**src/rtl/core/grid_neighbour_count_threshold_unit_macros.svh**
```systemverilog
// Assertion macros shared by the grid neighbour count threshold unit
`ifndef GRID_NEIGHBOUR_COUNT_THRESHOLD_UNIT_MACROS_SVH
`define GRID_NEIGHBOUR_COUNT_THRESHOLD_UNIT_MACROS_SVH

// Check a condition in the same cycle as its trigger.
`define GNCT_ASSERT_NOW(lbl, clk, rst, ante, cons, msg) \
   lbl: assert property (@(posedge clk) disable iff (rst) (ante) |-> (cons)) \
      else $error(msg);

// Check a condition in the cycle after its trigger.
`define GNCT_ASSERT_NEXT(lbl, clk, rst, ante, cons, msg) \
   lbl: assert property (@(posedge clk) disable iff (rst) (ante) |=> (cons)) \
      else $error(msg);

`endif

```
**src/rtl/core/gnct_pkg.sv**
```systemverilog
// Types, constants and helper functions of the grid neighbour count threshold unit
`timescale 1ns / 1ps

package gnct_pkg;

   localparam int MAX_COLUMNS = 256;
   localparam int MAX_ROWS    = 256;

   // column index, row position (runs to MAX_ROWS + 1 while draining)
   localparam int COL_W     = $clog2(MAX_COLUMNS);
   localparam int ROW_IDX_W = $clog2(MAX_ROWS);
   localparam int ROW_W     = $clog2(MAX_ROWS + 2);

   localparam int CSR_W       = 9;
   localparam int CSR_INDEX_W = 2;
   localparam int LIMIT_W     = 4;
   localparam int COUNT_W     = 4;
   localparam int TOTAL_W     = 17;
   localparam int OUT_COL_W   = 8;
   localparam int OUT_ROW_W   = 8;

   localparam logic [TOTAL_W-1:0] TOTAL_MAX = {TOTAL_W{1'b1}};

   localparam logic [CSR_W-1:0]   COLUMNS_RESET = CSR_W'(256);
   localparam logic [CSR_W-1:0]   ROWS_RESET    = CSR_W'(256);
   localparam logic [LIMIT_W-1:0] LIMIT_RESET   = LIMIT_W'(4);

   typedef enum logic [CSR_INDEX_W-1:0] {
      CSR_GRID_COLUMNS    = 2'd0,
      CSR_GRID_ROWS       = 2'd1,
      CSR_NEIGHBOUR_LIMIT = 2'd2
   } csr_index_type;

   typedef struct packed {
      logic occupied;
      logic pad;
   } req_payload_type;

   typedef struct packed {
      logic [OUT_COL_W-1:0] centre_col;
      logic [OUT_ROW_W-1:0] centre_row;
      logic [COUNT_W-1:0]   neighbour_count;
      logic                 marked;
      logic [TOTAL_W-1:0]   marked_total;
      logic                 frame_last;
   } rsp_payload_type;

   // line store entry: one pixel of each of the two previous rows
   typedef struct packed {
      logic middle;
      logic upper;
   } line_pair_type;

   function automatic logic [COUNT_W-1:0] count_ones9(input logic [8:0] m);
      logic [COUNT_W-1:0] n;
      n = '0;
      for (int i = 0; i < 9; i++) begin
         n = n + COUNT_W'(m[i]);
      end
      return n;
   endfunction

   // last column index in use: zero counts as one column, oversize as MAX_COLUMNS
   function automatic logic [COL_W-1:0] clamp_last_col(input logic [CSR_W-1:0] v);
      logic [COL_W-1:0] r;
      if (v == '0) begin
         r = '0;
      end else if (int'(v) > MAX_COLUMNS) begin
         r = COL_W'(MAX_COLUMNS - 1);
      end else begin
         r = COL_W'(v - CSR_W'(1));
      end
      return r;
   endfunction

   function automatic logic [ROW_IDX_W-1:0] clamp_last_row(input logic [CSR_W-1:0] v);
      logic [ROW_IDX_W-1:0] r;
      if (v == '0) begin
         r = '0;
      end else if (int'(v) > MAX_ROWS) begin
         r = ROW_IDX_W'(MAX_ROWS - 1);
      end else begin
         r = ROW_IDX_W'(v - CSR_W'(1));
      end
      return r;
   endfunction

endpackage

```
**src/rtl/core/gnct_if.sv**
```systemverilog
// Request and response channel interfaces of the grid neighbour count threshold unit
`timescale 1ns / 1ps

interface gnct_req_if import gnct_pkg::*; ();
   logic            valid;
   logic            ready;
   req_payload_type payload;

   modport source (output valid, output payload, input ready);
   modport sink   (input valid, input payload, output ready);
endinterface

interface gnct_rsp_if import gnct_pkg::*; ();
   logic            valid;
   logic            ready;
   rsp_payload_type payload;

   modport source (output valid, output payload, input ready);
   modport sink   (input valid, input payload, output ready);
endinterface

```
**src/rtl/core/grid_neighbour_count_threshold_unit.sv**
```systemverilog
// Top level of the grid neighbour count threshold unit
`timescale 1ns / 1ps
`include "grid_neighbour_count_threshold_unit_macros.svh"

// 3x3 neighbour count over a binary raster streamed one pixel per request in
// row-major order. For each centre pixel the unit reports how many of its eight
// neighbours are occupied (pixels outside the grid count as empty), marks an
// occupied centre whose count is below neighbour_limit, and keeps a saturating
// running total of marks for the frame. The unit accepts one request every
// clock cycle unless the sink holds a response; each result is registered and
// appears in the cycle after the request that completes it. The result for pixel p
// comes with request p + grid_columns + 1, so after the last pixel the host
// sends grid_columns + 1 pad requests to drain the window. The line store is a
// single-port-write, single-port-read memory whose entry for the next column is
// fetched ahead through its registered read, which is what allows a new pixel
// every cycle. A response held by the sink stalls the request side for as long
// as it is held, whether or not the next request would produce a result.
// Any write to grid_columns, grid_rows or neighbour_limit, and the frame_last
// result, restart the frame; the line store needs no clearing pass because
// entries are qualified by the row position.

module grid_neighbour_count_threshold_unit import gnct_pkg::*; (
   input  logic                   clock,
   input  logic                   reset,
   input  logic                   csr_wr_en,
   input  logic [CSR_INDEX_W-1:0] csr_index,
   input  logic [CSR_W-1:0]       csr_wr_data,
   gnct_req_if.sink               req_chan,
   gnct_rsp_if.source             rsp_chan
);

   // configuration
   logic [CSR_W-1:0]     cols_ff, cols_in;
   logic [CSR_W-1:0]     rows_ff, rows_in;
   logic [LIMIT_W-1:0]   limit_ff, limit_in;
   logic [COL_W-1:0]     last_col;
   logic [ROW_IDX_W-1:0] last_row;
   logic                 csr_hit;

   // position, window and total
   logic [COL_W-1:0]     col_ff, col_in, col_step;
   logic [ROW_W-1:0]     row_ff, row_in, row_step;
   logic [8:0]           window_ff, window_in, win_shift;
   logic [TOTAL_W-1:0]   total_ff, total_in, total_next;

   // response register
   logic                 rsp_valid_ff, rsp_valid_in;
   rsp_payload_type      rsp_data_ff, rsp_data_in;

   // per-request evaluation
   logic                 req_fire;
   logic                 pix;
   line_pair_type        line_rd, line_wr;
   logic                 mid_bit, up_bit;
   logic                 edge_have, inner_have, have;
   logic [8:0]           nmask;
   logic                 centre;
   logic [COL_W-1:0]     ccol;
   logic [ROW_W-1:0]     crow;
   logic [COUNT_W-1:0]   cnt;
   logic                 mk, last, frame_end, restart;

   assign last_col = clamp_last_col(cols_ff);
   assign last_row = clamp_last_row(rows_ff);

   assign csr_hit = csr_wr_en && ((csr_index == CSR_GRID_COLUMNS) ||
                                  (csr_index == CSR_GRID_ROWS) ||
                                  (csr_index == CSR_NEIGHBOUR_LIMIT));

   // accept whenever the response register is free or drains this cycle
   assign req_chan.ready = !rsp_valid_ff || rsp_chan.ready;
   assign req_fire       = req_chan.valid && req_chan.ready;

   // pad wins over occupied
   assign pix = req_chan.payload.occupied && !req_chan.payload.pad;

   // rows above row zero are empty: qualify the stored bits by the row position
   assign mid_bit = line_rd.middle && (row_ff != '0);
   assign up_bit  = line_rd.upper && (row_ff > ROW_W'(1));

   assign line_wr.middle = pix;
   assign line_wr.upper  = mid_bit;

   // window bit 3*slot + row; slot 2 is the newest column
   assign win_shift = {pix, mid_bit, up_bit, window_ff[8:3]};

   // column zero closes the last column of the row two back (old window);
   // any other column closes the column to its left (shifted window)
   assign edge_have  = (col_ff == '0) && (row_ff > ROW_W'(1));
   assign inner_have = (col_ff != '0) && (row_ff != '0);
   assign have       = edge_have || inner_have;

   always_comb begin
      if (edge_have) begin
         centre = window_ff[7];
         nmask  = window_ff & 9'h178;
         if (last_col == '0) begin
            // single column: only the pixels above and below
            nmask = nmask & 9'h1C0;
         end
         ccol = last_col;
         crow = row_ff - ROW_W'(2);
      end else begin
         centre = win_shift[4];
         nmask  = win_shift & 9'h1EF;
         if (col_ff == COL_W'(1)) begin
            // left edge: drop the wrapped column
            nmask = nmask & 9'h1F8;
         end
         ccol = col_ff - COL_W'(1);
         crow = row_ff - ROW_W'(1);
      end
   end

   assign cnt  = count_ones9(nmask);
   assign mk   = centre && (cnt < limit_ff);
   assign last = (crow == ROW_W'(last_row)) && (ccol == last_col);

   assign total_next = (mk && (total_ff != TOTAL_MAX)) ? total_ff + TOTAL_W'(1) : total_ff;

   assign frame_end = req_fire && have && last;
   assign restart   = csr_hit || frame_end;

   // advance the raster position, wrapping at the last column
   always_comb begin
      if (col_ff == last_col) begin
         col_step = '0;
         row_step = row_ff + ROW_W'(1);
      end else begin
         col_step = col_ff + COL_W'(1);
         row_step = row_ff;
      end
   end

   always_comb begin
      col_in    = col_ff;
      row_in    = row_ff;
      window_in = window_ff;
      total_in  = total_ff;
      if (restart) begin
         col_in    = '0;
         row_in    = '0;
         window_in = '0;
         total_in  = '0;
      end else if (req_fire) begin
         col_in    = col_step;
         row_in    = row_step;
         window_in = win_shift;
         if (have) begin
            total_in = total_next;
         end
      end
   end

   always_comb begin
      cols_in  = cols_ff;
      rows_in  = rows_ff;
      limit_in = limit_ff;
      if (csr_wr_en) begin
         case (csr_index)
            CSR_GRID_COLUMNS:    cols_in  = csr_wr_data;
            CSR_GRID_ROWS:       rows_in  = csr_wr_data;
            CSR_NEIGHBOUR_LIMIT: limit_in = csr_wr_data[LIMIT_W-1:0];
            default: begin
               // writes beyond the register list are dropped
            end
         endcase
      end
   end

   // load a new result, or drop the held one once taken
   always_comb begin
      rsp_valid_in = rsp_valid_ff && !rsp_chan.ready;
      rsp_data_in  = rsp_data_ff;
      if (req_fire && have) begin
         rsp_valid_in                = 1'b1;
         rsp_data_in.centre_col      = OUT_COL_W'(ccol);
         rsp_data_in.centre_row      = crow[OUT_ROW_W-1:0];
         rsp_data_in.neighbour_count = cnt;
         rsp_data_in.marked          = mk;
         rsp_data_in.marked_total    = total_next;
         rsp_data_in.frame_last      = last;
      end
   end

   always_ff @(posedge clock) begin
      if (reset) begin
         cols_ff      <= COLUMNS_RESET;
         rows_ff      <= ROWS_RESET;
         limit_ff     <= LIMIT_RESET;
         col_ff       <= '0;
         row_ff       <= '0;
         window_ff    <= '0;
         total_ff     <= '0;
         rsp_valid_ff <= 1'b0;
      end else begin
         cols_ff      <= cols_in;
         rows_ff      <= rows_in;
         limit_ff     <= limit_in;
         col_ff       <= col_in;
         row_ff       <= row_in;
         window_ff    <= window_in;
         total_ff     <= total_in;
         rsp_valid_ff <= rsp_valid_in;
      end
   end

   always_ff @(posedge clock) begin
      rsp_data_ff <= rsp_data_in;
   end

   // fetch the entry for the next column ahead through the registered read
   gnct_line_store u_line_store (
      .clock   (clock),
      .wr_en   (req_fire),
      .wr_addr (col_ff),
      .wr_data (line_wr),
      .rd_addr (col_in),
      .rd_data (line_rd)
   );

   assign rsp_chan.valid   = rsp_valid_ff;
   assign rsp_chan.payload = rsp_data_ff;

   `GNCT_ASSERT_NEXT(a_frame_restart, clock, reset, frame_end,
      (col_ff == '0) && (row_ff == '0) && (total_ff == '0),
      "frame state not cleared after last result")
   `GNCT_ASSERT_NOW(a_col_in_range, clock, reset, 1'b1, col_ff <= last_col,
      "column position beyond last column")
   `GNCT_ASSERT_NOW(a_mark_below_limit, clock, reset, rsp_valid_ff && rsp_data_ff.marked,
      rsp_data_ff.neighbour_count < limit_ff, "marked result not below limit")
   `GNCT_ASSERT_NOW(a_count_max, clock, reset, rsp_valid_ff,
      rsp_data_ff.neighbour_count <= COUNT_W'(8), "neighbour count above eight")

endmodule

```
**src/rtl/core/gnct_line_store.sv**
```systemverilog
// Two-row line store with registered read and write-to-read forwarding
`timescale 1ns / 1ps

module gnct_line_store import gnct_pkg::*; (
   input  logic             clock,
   input  logic             wr_en,
   input  logic [COL_W-1:0] wr_addr,
   input  line_pair_type    wr_data,
   input  logic [COL_W-1:0] rd_addr,
   output line_pair_type    rd_data
);

   line_pair_type mem [MAX_COLUMNS];
   line_pair_type rd_data_ff;

   always_ff @(posedge clock) begin
      if (wr_en) begin
         mem[wr_addr] <= wr_data;
      end
      // forward a same-address write (single-column grid, or a restart at column zero)
      if (wr_en && (wr_addr == rd_addr)) begin
         rd_data_ff <= wr_data;
      end else begin
         rd_data_ff <= mem[rd_addr];
      end
   end

   assign rd_data = rd_data_ff;

endmodule
```
**src/flat_wrapper.sv**
```systemverilog
// flat-port wrapper written by rule: the top's interface ports become plain ports
module grid_neighbour_count_threshold_unit_flat import gnct_pkg::*;
  (clock, reset, csr_wr_en, csr_index, csr_wr_data, req_chan_valid, req_chan_payload, req_chan_ready, rsp_chan_valid, rsp_chan_payload, rsp_chan_ready);
  gnct_req_if req_chan_i ();
  gnct_rsp_if rsp_chan_i ();
  input  logic clock;
  input  logic reset;
  input  logic csr_wr_en;
  input  logic [CSR_INDEX_W-1:0] csr_index;
  input  logic [CSR_W-1:0] csr_wr_data;
  input wire logic [$bits(req_chan_i.valid)-1:0] req_chan_valid;
  input wire logic [$bits(req_chan_i.payload)-1:0] req_chan_payload;
  output wire logic [$bits(req_chan_i.ready)-1:0] req_chan_ready;
  output wire logic [$bits(rsp_chan_i.valid)-1:0] rsp_chan_valid;
  output wire logic [$bits(rsp_chan_i.payload)-1:0] rsp_chan_payload;
  input wire logic [$bits(rsp_chan_i.ready)-1:0] rsp_chan_ready;
  assign req_chan_i.valid = req_chan_valid;
  assign req_chan_i.payload = req_chan_payload;
  assign req_chan_ready = req_chan_i.ready;
  assign rsp_chan_valid = rsp_chan_i.valid;
  assign rsp_chan_payload = rsp_chan_i.payload;
  assign rsp_chan_i.ready = rsp_chan_ready;
  grid_neighbour_count_threshold_unit u_core (.clock(clock), .reset(reset), .csr_wr_en(csr_wr_en), .csr_index(csr_index), .csr_wr_data(csr_wr_data), .req_chan(req_chan_i), .rsp_chan(rsp_chan_i));
endmodule
```
**config.mk**
```make
export PLATFORM = sky130hd
export DESIGN_NAME = grid_neighbour_count_threshold_unit_flat
export DESIGN_NICKNAME = d
export VERILOG_FILES = /design/src/rtl/core/gnct_pkg.sv /design/src/rtl/core/gnct_if.sv /design/src/rtl/core/grid_neighbour_count_threshold_unit.sv /design/src/rtl/core/gnct_line_store.sv /design/src/flat_wrapper.sv
export VERILOG_INCLUDE_DIRS = /design/src /design/src/rtl/core
export SDC_FILE = /design/constraint.sdc
export NUM_CORES = 1
export LEC_CHECK = 0
export ABC_CLOCK_PERIOD_IN_PS = 19600
export BUFFER_PORTS_ARGS = -buffer_cell sky130_fd_sc_hd__buf_2
export CELL_PAD_IN_SITES_DETAIL_PLACEMENT = 0
export CELL_PAD_IN_SITES_GLOBAL_PLACEMENT = 1
export CORE_MARGIN = 2
export CORE_UTILIZATION = 45
export CTS_BUF_LIST = sky130_fd_sc_hd__clkbuf_8
export CTS_CLUSTER_DIAMETER = 120
export DETAILED_ROUTE_END_ITERATION = 6
export PLACE_DENSITY_LB_ADDON = 0.1
export SLEW_MARGIN = 5
export SYNTH_ARGS = -nofsm -noshare
export SYNTH_HDL_FRONTEND = slang
export SYNTH_HIERARCHICAL = 1
export SYNTH_SLANG_ARGS = --single-unit
```
**constraint.sdc**
```tcl
create_clock -name clock -period 19.6 [get_ports clock]
set_input_delay 3.92 -clock clock [delete_from_list [all_inputs] [get_ports clock]]
set_output_delay 3.92 -clock clock [all_outputs]
set_load 0.01 [all_outputs]
```
==> results.sh, run 1 <==
export IMPL_synth_area_um2=27800
export IMPL_critPathArrivalTime_ns=8.90
export IMPL_grt_max_degree=255
export IMPL_cts_tree="built"
export IMPL_overflow=0
export IMPL_port_buffers=58
export IMPL_synth_common_cells="551 x edfxtp_1, 330 x nor2_1, 92 x mux2i_1"
export IMPL_worst_setup_path_end_kind="flip-flop"
export IMPL_r2r_slack_ns=12.05
export IMPL_yosysTopAreaCellShare_pct=59.5
export IMPL_combinationalPowerShare_pct=4.8
export IMPL_yosysMostFrequentCell="edfxtp_1"
export IMPL_layout_setup_ws_ns=11.24
export IMPL_drt_iter0_drc=1039
export IMPL_syn2layout_area_growth_pct=9.81
export IMPL_grt_pass1_vias=17200
export IMPL_hpwl_um=42500
export IMPL_pre_cts_ws_ns=10.50
export IMPL_p_clk_share_pct=40.3
export IMPL_slew_headroom_pct=15.5
export IMPL_clk_transition_reported_paths_ns=0.06
export IMPL_rows=91
export IMPL_reg2reg_to="u_core/total_ff[15]"
export IMPL_drt_drc_violations_left=0
export IMPL_vias=16600
export IMPL_p_leak_nw=9.82
export IMPL_gr_usage_all_layers_pct=22.2
export IMPL_fin_crit_ns=8.36
export IMPL_yosysWarnings=6
export IMPL_totalWireLength_um=69300
export IMPL_syn_nets=1967
export IMPL_synth_seq_area_share_pct=64.6
export IMPL_h_tree_depth=3
export IMPL_pwr_density_cell_nw_per_um2=86.1
export IMPL_postCtsHoldBufs=0
export IMPL_core_um2=61400
export IMPL_p_sw_mw=0.592
export IMPL_worstPathRequired_ns=20.14
export IMPL_root_buffer="clkbuf_8"
export IMPL_r2r_start="u_core/col_ff[1]"
export IMPL_max_freq_ghz=0.120
export IMPL_antenna_found_initial=2
export IMPL_switching_share_pct=22.5
export IMPL_hold_start="u_core/rsp_chan.valid"
export IMPL_synth_cell_types=96
export IMPL_nets=2039
export IMPL_ant_nets=0
export IMPL_outcome="complete, no violations"
export IMPL_hold_end="u_core/rsp_chan.valid"
export IMPL_initial_core_util_pct=45.3
export IMPL_drv_slew=0
export IMPL_vias_per_cell=5.80
export IMPL_pwr_share_seq_pct=54.9
export IMPL_grt_pass1_wl_um=106000
export IMPL_dieHeight_um=253
export IMPL_drive_gt1_share_pct=17.4
export IMPL_critPathKind="input pin to flip-flop"
export IMPL_reg2reg_depth=26
export IMPL_postPlaceCellArea_um2=28600
export IMPL_synth_ff_type="edfxtp_1"
export IMPL_io_pins=59
export IMPL_finalSetupTns_ns=0
export IMPL_synth_area_per_cell_um2=14.4
export IMPL_yosysTopAreaCell="edfxtp_1"
export IMPL_post_cts_repair_setup_buffers=0
export IMPL_cp_max_fo=76
export IMPL_hold_depth=2
export IMPL_ys_ff_latch=622
export IMPL_gp_congestion=0.789
export IMPL_synth_edf_count=551
export IMPL_grt_setup_unrepaired="false"
export IMPL_dieArea_um2=63800
export IMPL_ys_async_sr_fraction_pct=0
export IMPL_finalPower_mw=2.63
export IMPL_finClkSkew_ns=0.0318
export IMPL_vdd_drop_max_mv=0.0951
export IMPL_cts_buffers=105
export IMPL_firstDrtPassIters=5
export IMPL_worst_pin_slew_ns=1.26
export IMPL_drv_cap=0
export IMPL_finalSetupViolations=0
export IMPL_cts_sinks=622
export IMPL_synthTopCellsByArea="edfxtp_1 59%, mux4_2 6.6%, dfxtp_1 5.1%"
export IMPL_hold_class="flip-flop to flip-flop"
export IMPL_cts_buffer_depth=3
export IMPL_intPower_mw=2.04
export IMPL_clk_latency_ns=0.71
export IMPL_wire_per_inst_um=24.2
export IMPL_cts_resized_gates=0
export IMPL_netlist_instances=1926
export IMPL_hold_viol=0
export IMPL_nFillCells=5279
export IMPL_final_area_um2=30500
export IMPL_crit_path_start_kind="input pin"
export IMPL_period_share_pct=42.7
export IMPL_die_w_um=253
## worst max-delay path, cell delays in order
cell and delay, ns:
buf_2 0.11, nor2b_4 0.09, buf_4 0.57, mux2i_1 0.21, fa_1 0.51, fa_1 0.51, inv_1 0.06, fa_1 0.39
inv_1 0.10, fa_1 0.38, inv_1 0.09, ha_1 0.23, a21o_1 0.16, a21o_1 0.19, a211oi_1 0.24, buf_4 0.22
and4_1 0.47, nand2_1 0.10, nor2_1 0.14, xnor2_1 0.14, nor3_2 0.05
## layout by cell type, fill, tap and decap left out, types with 45 or more instances in the layout
master | Yosys | routed
clkbuf_8 | 0 | 112
mux2i_1 | 92 | 92
dfxtp_1 | 71 | 68
nor2_1 | 330 | 330
edfxtp_1 | 551 | 551
nand2_1 | 67 | 67
buf_2 | 18 | 58
xnor2_1 | 47 | 47
inv_1 | 37 | 79
nand3_1 | 45 | 45
mux4_2 | 82 | 82
## routing by layer
| metal | vias up | track usage, % | share of wire (%) |
|---|---|---|---|
| met5 | - | 0 | 0 |
| met4 | 0 | 7.91 | 3.2 |
| met3 | 136 | 3.99 | 5.3 |
| met2 | 476 | 36.6 | 49 |
| met1 | 8492 | 29.6 | 43 |
| li1 | 7540 | - | - |
## power by group through the flow
| stage | Combinational (mW) | Clock [mW] | Sequential, mW |
|---|---|---|---|
| 2_1_floorplan | 0.106 | 0 | 1.47 |
| 3_3_place_gp | 0.127 | 0 | 1.47 |
| 3_5_place_dp | 0.127 | 0 | 1.47 |
| 4_1_cts | 0.128 | 1.09 | 1.44 |
| 5_1_grt | 0.137 | 1.14 | 1.44 |
| 6_report | 0.126 | 1.06 | 1.44 |
## per-stage QoR
step / hold WS [ns] / util [%] / cells
finish: 0.524 / 49.8 / 2869
global route: 0.576 / 49.8 / 2869
CTS: 0.526 / 49.8 / 2868
detailed placement: 0.515 / 46.7 / 2681
global placement: 0.500 / 46.7 / 2681
floorplan: 0.463 / - / 1926
## layout make-up
class,instances,area (um^2),share of cell area [%]
inverters,39,146,0.479
multi-input cells,1134,8940,29.3
clock buffers,112,1540,5.05
flip-flops and latches,622,18000,58.8
diodes,1,2.50,0.00819
well taps,790,988,3.24
repair buffers,96,588,1.93
clock inverters,75,368,1.20
## worst max path at each step
stage | cells past startpoint | to | slack, ns | start
after floorplan | 18 | u_core/total_ff[11] | 4.55 | req_chan_payload[0]
after global placement | 21 | u_core/total_ff[15] | 10.50 | req_chan_payload[0]
after detailed placement | 21 | u_core/total_ff[15] | 10.50 | req_chan_payload[0]
after CTS | 21 | u_core/total_ff[15] | 11.23 | req_chan_payload[0]
after global routing | 21 | u_core/total_ff[15] | 10.84 | req_chan_payload[0]
final | 21 | u_core/total_ff[15] | 11.24 | req_chan_payload[0]
## flip-flops by register name (all words and copies together) (netlist names), named ones only
register,count
u_core/total_ff,17
u_core/window_ff,6
u_core/cols_ff,9
u_core/limit_ff,4
u_core/col_ff,8
u_core/rsp_chan.payload,39
u_core/u_line_store/mem,512
u_core/rsp_chan.valid,1
u_core/row_ff,9
u_core/rows_ff,9
## cell families after synthesis
group / count (synthesis) / synth area share, %
DFF: 622 / 64.6
xor gates and xnor gates: 74 / 2.36
buffers and inverters: 170 / 3.36
adders and majority gates: 25 / 1.25
AOI/OAI and AO/OA: 215 / 5.72
muxes: 204 / 12.2
and+or+nand+nor: 616 / 10.5
Note: power is estimated with default switching activity, not from simulation.
==> inputs of run 2 (changes only) <==
--- a/config.mk
+++ b/config.mk
@@ -6,7 +6,8 @@
 export SDC_FILE = /design/constraint.sdc
 export NUM_CORES = 1
 export LEC_CHECK = 0
-export ABC_CLOCK_PERIOD_IN_PS = 19600
+export ABC_AREA = 1
+export ABC_CLOCK_PERIOD_IN_PS = 6900
 export BUFFER_PORTS_ARGS = -buffer_cell sky130_fd_sc_hd__buf_2
 export CELL_PAD_IN_SITES_DETAIL_PLACEMENT = 0
 export CELL_PAD_IN_SITES_GLOBAL_PLACEMENT = 1
==> constraint.sdc (replaced) <==
create_clock -name clock -period 6.9 [get_ports clock]
set_input_delay 1.38 -clock clock [delete_from_list [all_inputs] [get_ports clock]]
set_output_delay 1.38 -clock clock [all_outputs]
set_load 0.01 [all_outputs]
==> run 2 against run 1 <==
Clock skew is 0.0028 ns higher. Die area grew 3.0%. First-iteration DRC count rose by 49%. Core utilization rose by 0.26 points. Hold slack got worse by 0.045 ns. Sequential power increased to 2.8 times the previous value. Design area grew 3.1%. Setup slack worse by 11 ns. Via count up 25%. Non-clock buffer count is 5 higher. Final cell count increased by 36%. Largest cell class unchanged. Highest routed layer unchanged.
==> results.sh, run 2 <==
export IMPL_rows=92
export IMPL_grt_max_degree=151
export IMPL_vias_per_cell=5.32
export IMPL_grt_pass1_vias=20500
export IMPL_synth_area_um2=28700
export IMPL_drive_gt1_share_pct=11.0
export IMPL_dieArea_um2=65700
export IMPL_totalWireLength_um=77300
export IMPL_overflow=0
export IMPL_cts_buffers=106
export IMPL_antenna_found_initial=1
export IMPL_hold_viol=0
export IMPL_yosysTopAreaCell="edfxtp_1"
export IMPL_synth_area_per_cell_um2=9.80
export IMPL_gp_congestion=0.841
export IMPL_drv_cap=0
export IMPL_synth_cell_types=41
export IMPL_final_cells=3901
export IMPL_largest_reg_flops=512
export IMPL_slew_headroom_pct=17.1
export IMPL_layout_common_cells="783 x nand2_1, 552 x nand3_1, 551 x edfxtp_1"
export IMPL_finalSetupViolations=0
export IMPL_cts_buffer_depth=3
export IMPL_max_freq_ghz=0.156
export IMPL_drt_drc_violations_left=0
export IMPL_synth_seq_area_share_pct=62.7
export IMPL_critPathArrivalTime_ns=7.00
export IMPL_syn_nets=2965
export IMPL_cp_max_fo=14
export IMPL_postCtsHoldBufs=0
export IMPL_hpwl_um=45400
export IMPL_finalPower_mw=7.76
export IMPL_root_buffer="clkbuf_8"
export IMPL_yosysTopAreaCellShare_pct=57.7
export IMPL_grt_setup_unrepaired="false"
export IMPL_pwr_density_cell_nw_per_um2=246
export IMPL_initial_core_util_pct=45.5
export IMPL_outcome="complete, no violations"
export IMPL_h_tree_depth=3
export IMPL_core_um2=63000
export IMPL_cts_sinks=622
export IMPL_hold_class="flip-flop to flip-flop"
export IMPL_ys_ff_latch=622
export IMPL_worst_setup_path_end_kind="flip-flop"
export IMPL_yosysWarnings=6
export IMPL_grt_pass1_wl_um=117000
export IMPL_synth_common_cells="789 x nand2_1, 552 x nand3_1, 551 x edfxtp_1"
export IMPL_slowest_stage="fa_1"
export IMPL_finClkSkew_ns=0.0346
export IMPL_worstPathRequired_ns=7.47
export IMPL_firstDrtPassIters=5
export IMPL_placed_cells=3703
export IMPL_period_share_pct=93.1
export IMPL_slowest_delay_ns=0.54
export IMPL_gr_usage_all_layers_pct=23.4
export IMPL_synth_ff_type="edfxtp_1"
export IMPL_syn2layout_area_growth_pct=9.95
export IMPL_netlist_instances=2924
export IMPL_clk_transition_reported_paths_ns=0.07
export IMPL_synthTopCellsByArea="edfxtp_1 58%, nand2_1 10%, nand3_1 9.6%"
export IMPL_top_register="u_core/u_line_store/mem"
export IMPL_ant_nets=0
export IMPL_cts_tree="built"
export IMPL_clk_latency_ns=0.71
export IMPL_mostFrequentLayoutCell="nand2_1"
export IMPL_p_leak_nw=11.9
export IMPL_io_pins=59
export IMPL_dieHeight_um=256
export IMPL_critPathKind="flip-flop to flip-flop"
export IMPL_yosysMostFrequentCell="nand2_1"
export IMPL_drt_iter0_drc=1552
export IMPL_crit_path_start_kind="flip-flop"
export IMPL_path_common_cell="nand2_1"
export IMPL_synth_edf_count=551
export IMPL_drv_slew=0
export IMPL_worst_pin_slew_ns=1.24
export IMPL_port_buffers=58
export IMPL_ys_async_sr_fraction_pct=0
export IMPL_r2r_slack_ns=0.47
export IMPL_wire_per_inst_um=19.8
export IMPL_critPathBufInv=8
export IMPL_die_w_um=256
export IMPL_vdd_drop_max_mv=0.153
export IMPL_critPathTopFamily="adder cells"
export IMPL_vias=20800
export IMPL_nets=3007
export IMPL_finalSetupTns_ns=0
export IMPL_fin_crit_ns=6.43
## run 2: per-stage QoR
stage	setup WS, ns	hold WS [ns]	utilization, %	instance area (um^2)
after floorplan	-0.382	0.431	-	28700
after global placement	0.409	0.464	46.8	29400
after detailed placement	0.393	0.478	46.8	29400
after CTS	0.339	0.486	50.0	31500
after global routing	0.0106	0.504	50.0	31500
final	0.473	0.479	50.0	31500
## run 2: per-layer routing
layer | global-route usage [%] | part of all wire, %
met2 | 39.9 | 49
met4 | 8.11 | 3.1
met5 | 0 | 0
met3 | 3.45 | 5.6
met1 | 30.6 | 43
## run 2: worst reg2reg max path, delay by kind of cell, from the launching register on
family                     cells  cell delay, ns
and+or+nand+nor               12            1.80
adders and majority gates      7            2.64
xor gates and xnor gates       1            0.16
buffers and inverters          8            0.88
DFF                            1            0.31
AOI/OAI and AO/OA              4            0.51
## run 2: where the power goes
part,internal (mW),switching (mW)
combinational,0.149,0.382
sequential,4.08,0.0116
clock,1.64,1.50
total,5.87,1.89
## run 2: area by class of cell
| type | count | area [um^2] |
|---|---|---|
| fill | 5935 | 31500 |
| sequential | 622 | 18000 |
| multi-input combinational | 1972 | 9100 |
| clock buffer | 111 | 1530 |
| tap | 846 | 1060 |
| timing repair buffer | 101 | 726 |
| inverter | 163 | 632 |
| clock inverter | 85 | 483 |
| antenna | 1 | 2.50 |
## run 2: path summary, 6_finish.rpt
check	start	end	cells past startpoint
worst max-delay path	u_core/cols_ff[0]	u_core/total_ff[13]	32
worst min-delay path	u_core/rows_ff[1]	u_core/rows_ff[1]	2
worst max register to register	u_core/cols_ff[0]	u_core/total_ff[13]	32
worst min register to register	u_core/rows_ff[1]	u_core/rows_ff[1]	2
## run 2: logic make-up after synthesis
logic type / count (synthesis) / synth area share, %
AND/OR/NAND/NOR: 1800 / 27.1
XOR/XNOR: 44 / 1.34
multiplexers: 2 / 0.0699
adder cells (fa/ha/maj): 23 / 1.14
flip-flops: 622 / 62.7
buffers and inverters: 330 / 5.81
AO/OA/AOI/OAI: 103 / 1.86
## run 2: what timing repair did
action                     4_1_cts  5_1_grt
setup endpoints to repair        0       19
buffers inserted                 0        1
gates resized for setup          0       10
hold endpoints to repair         0        0
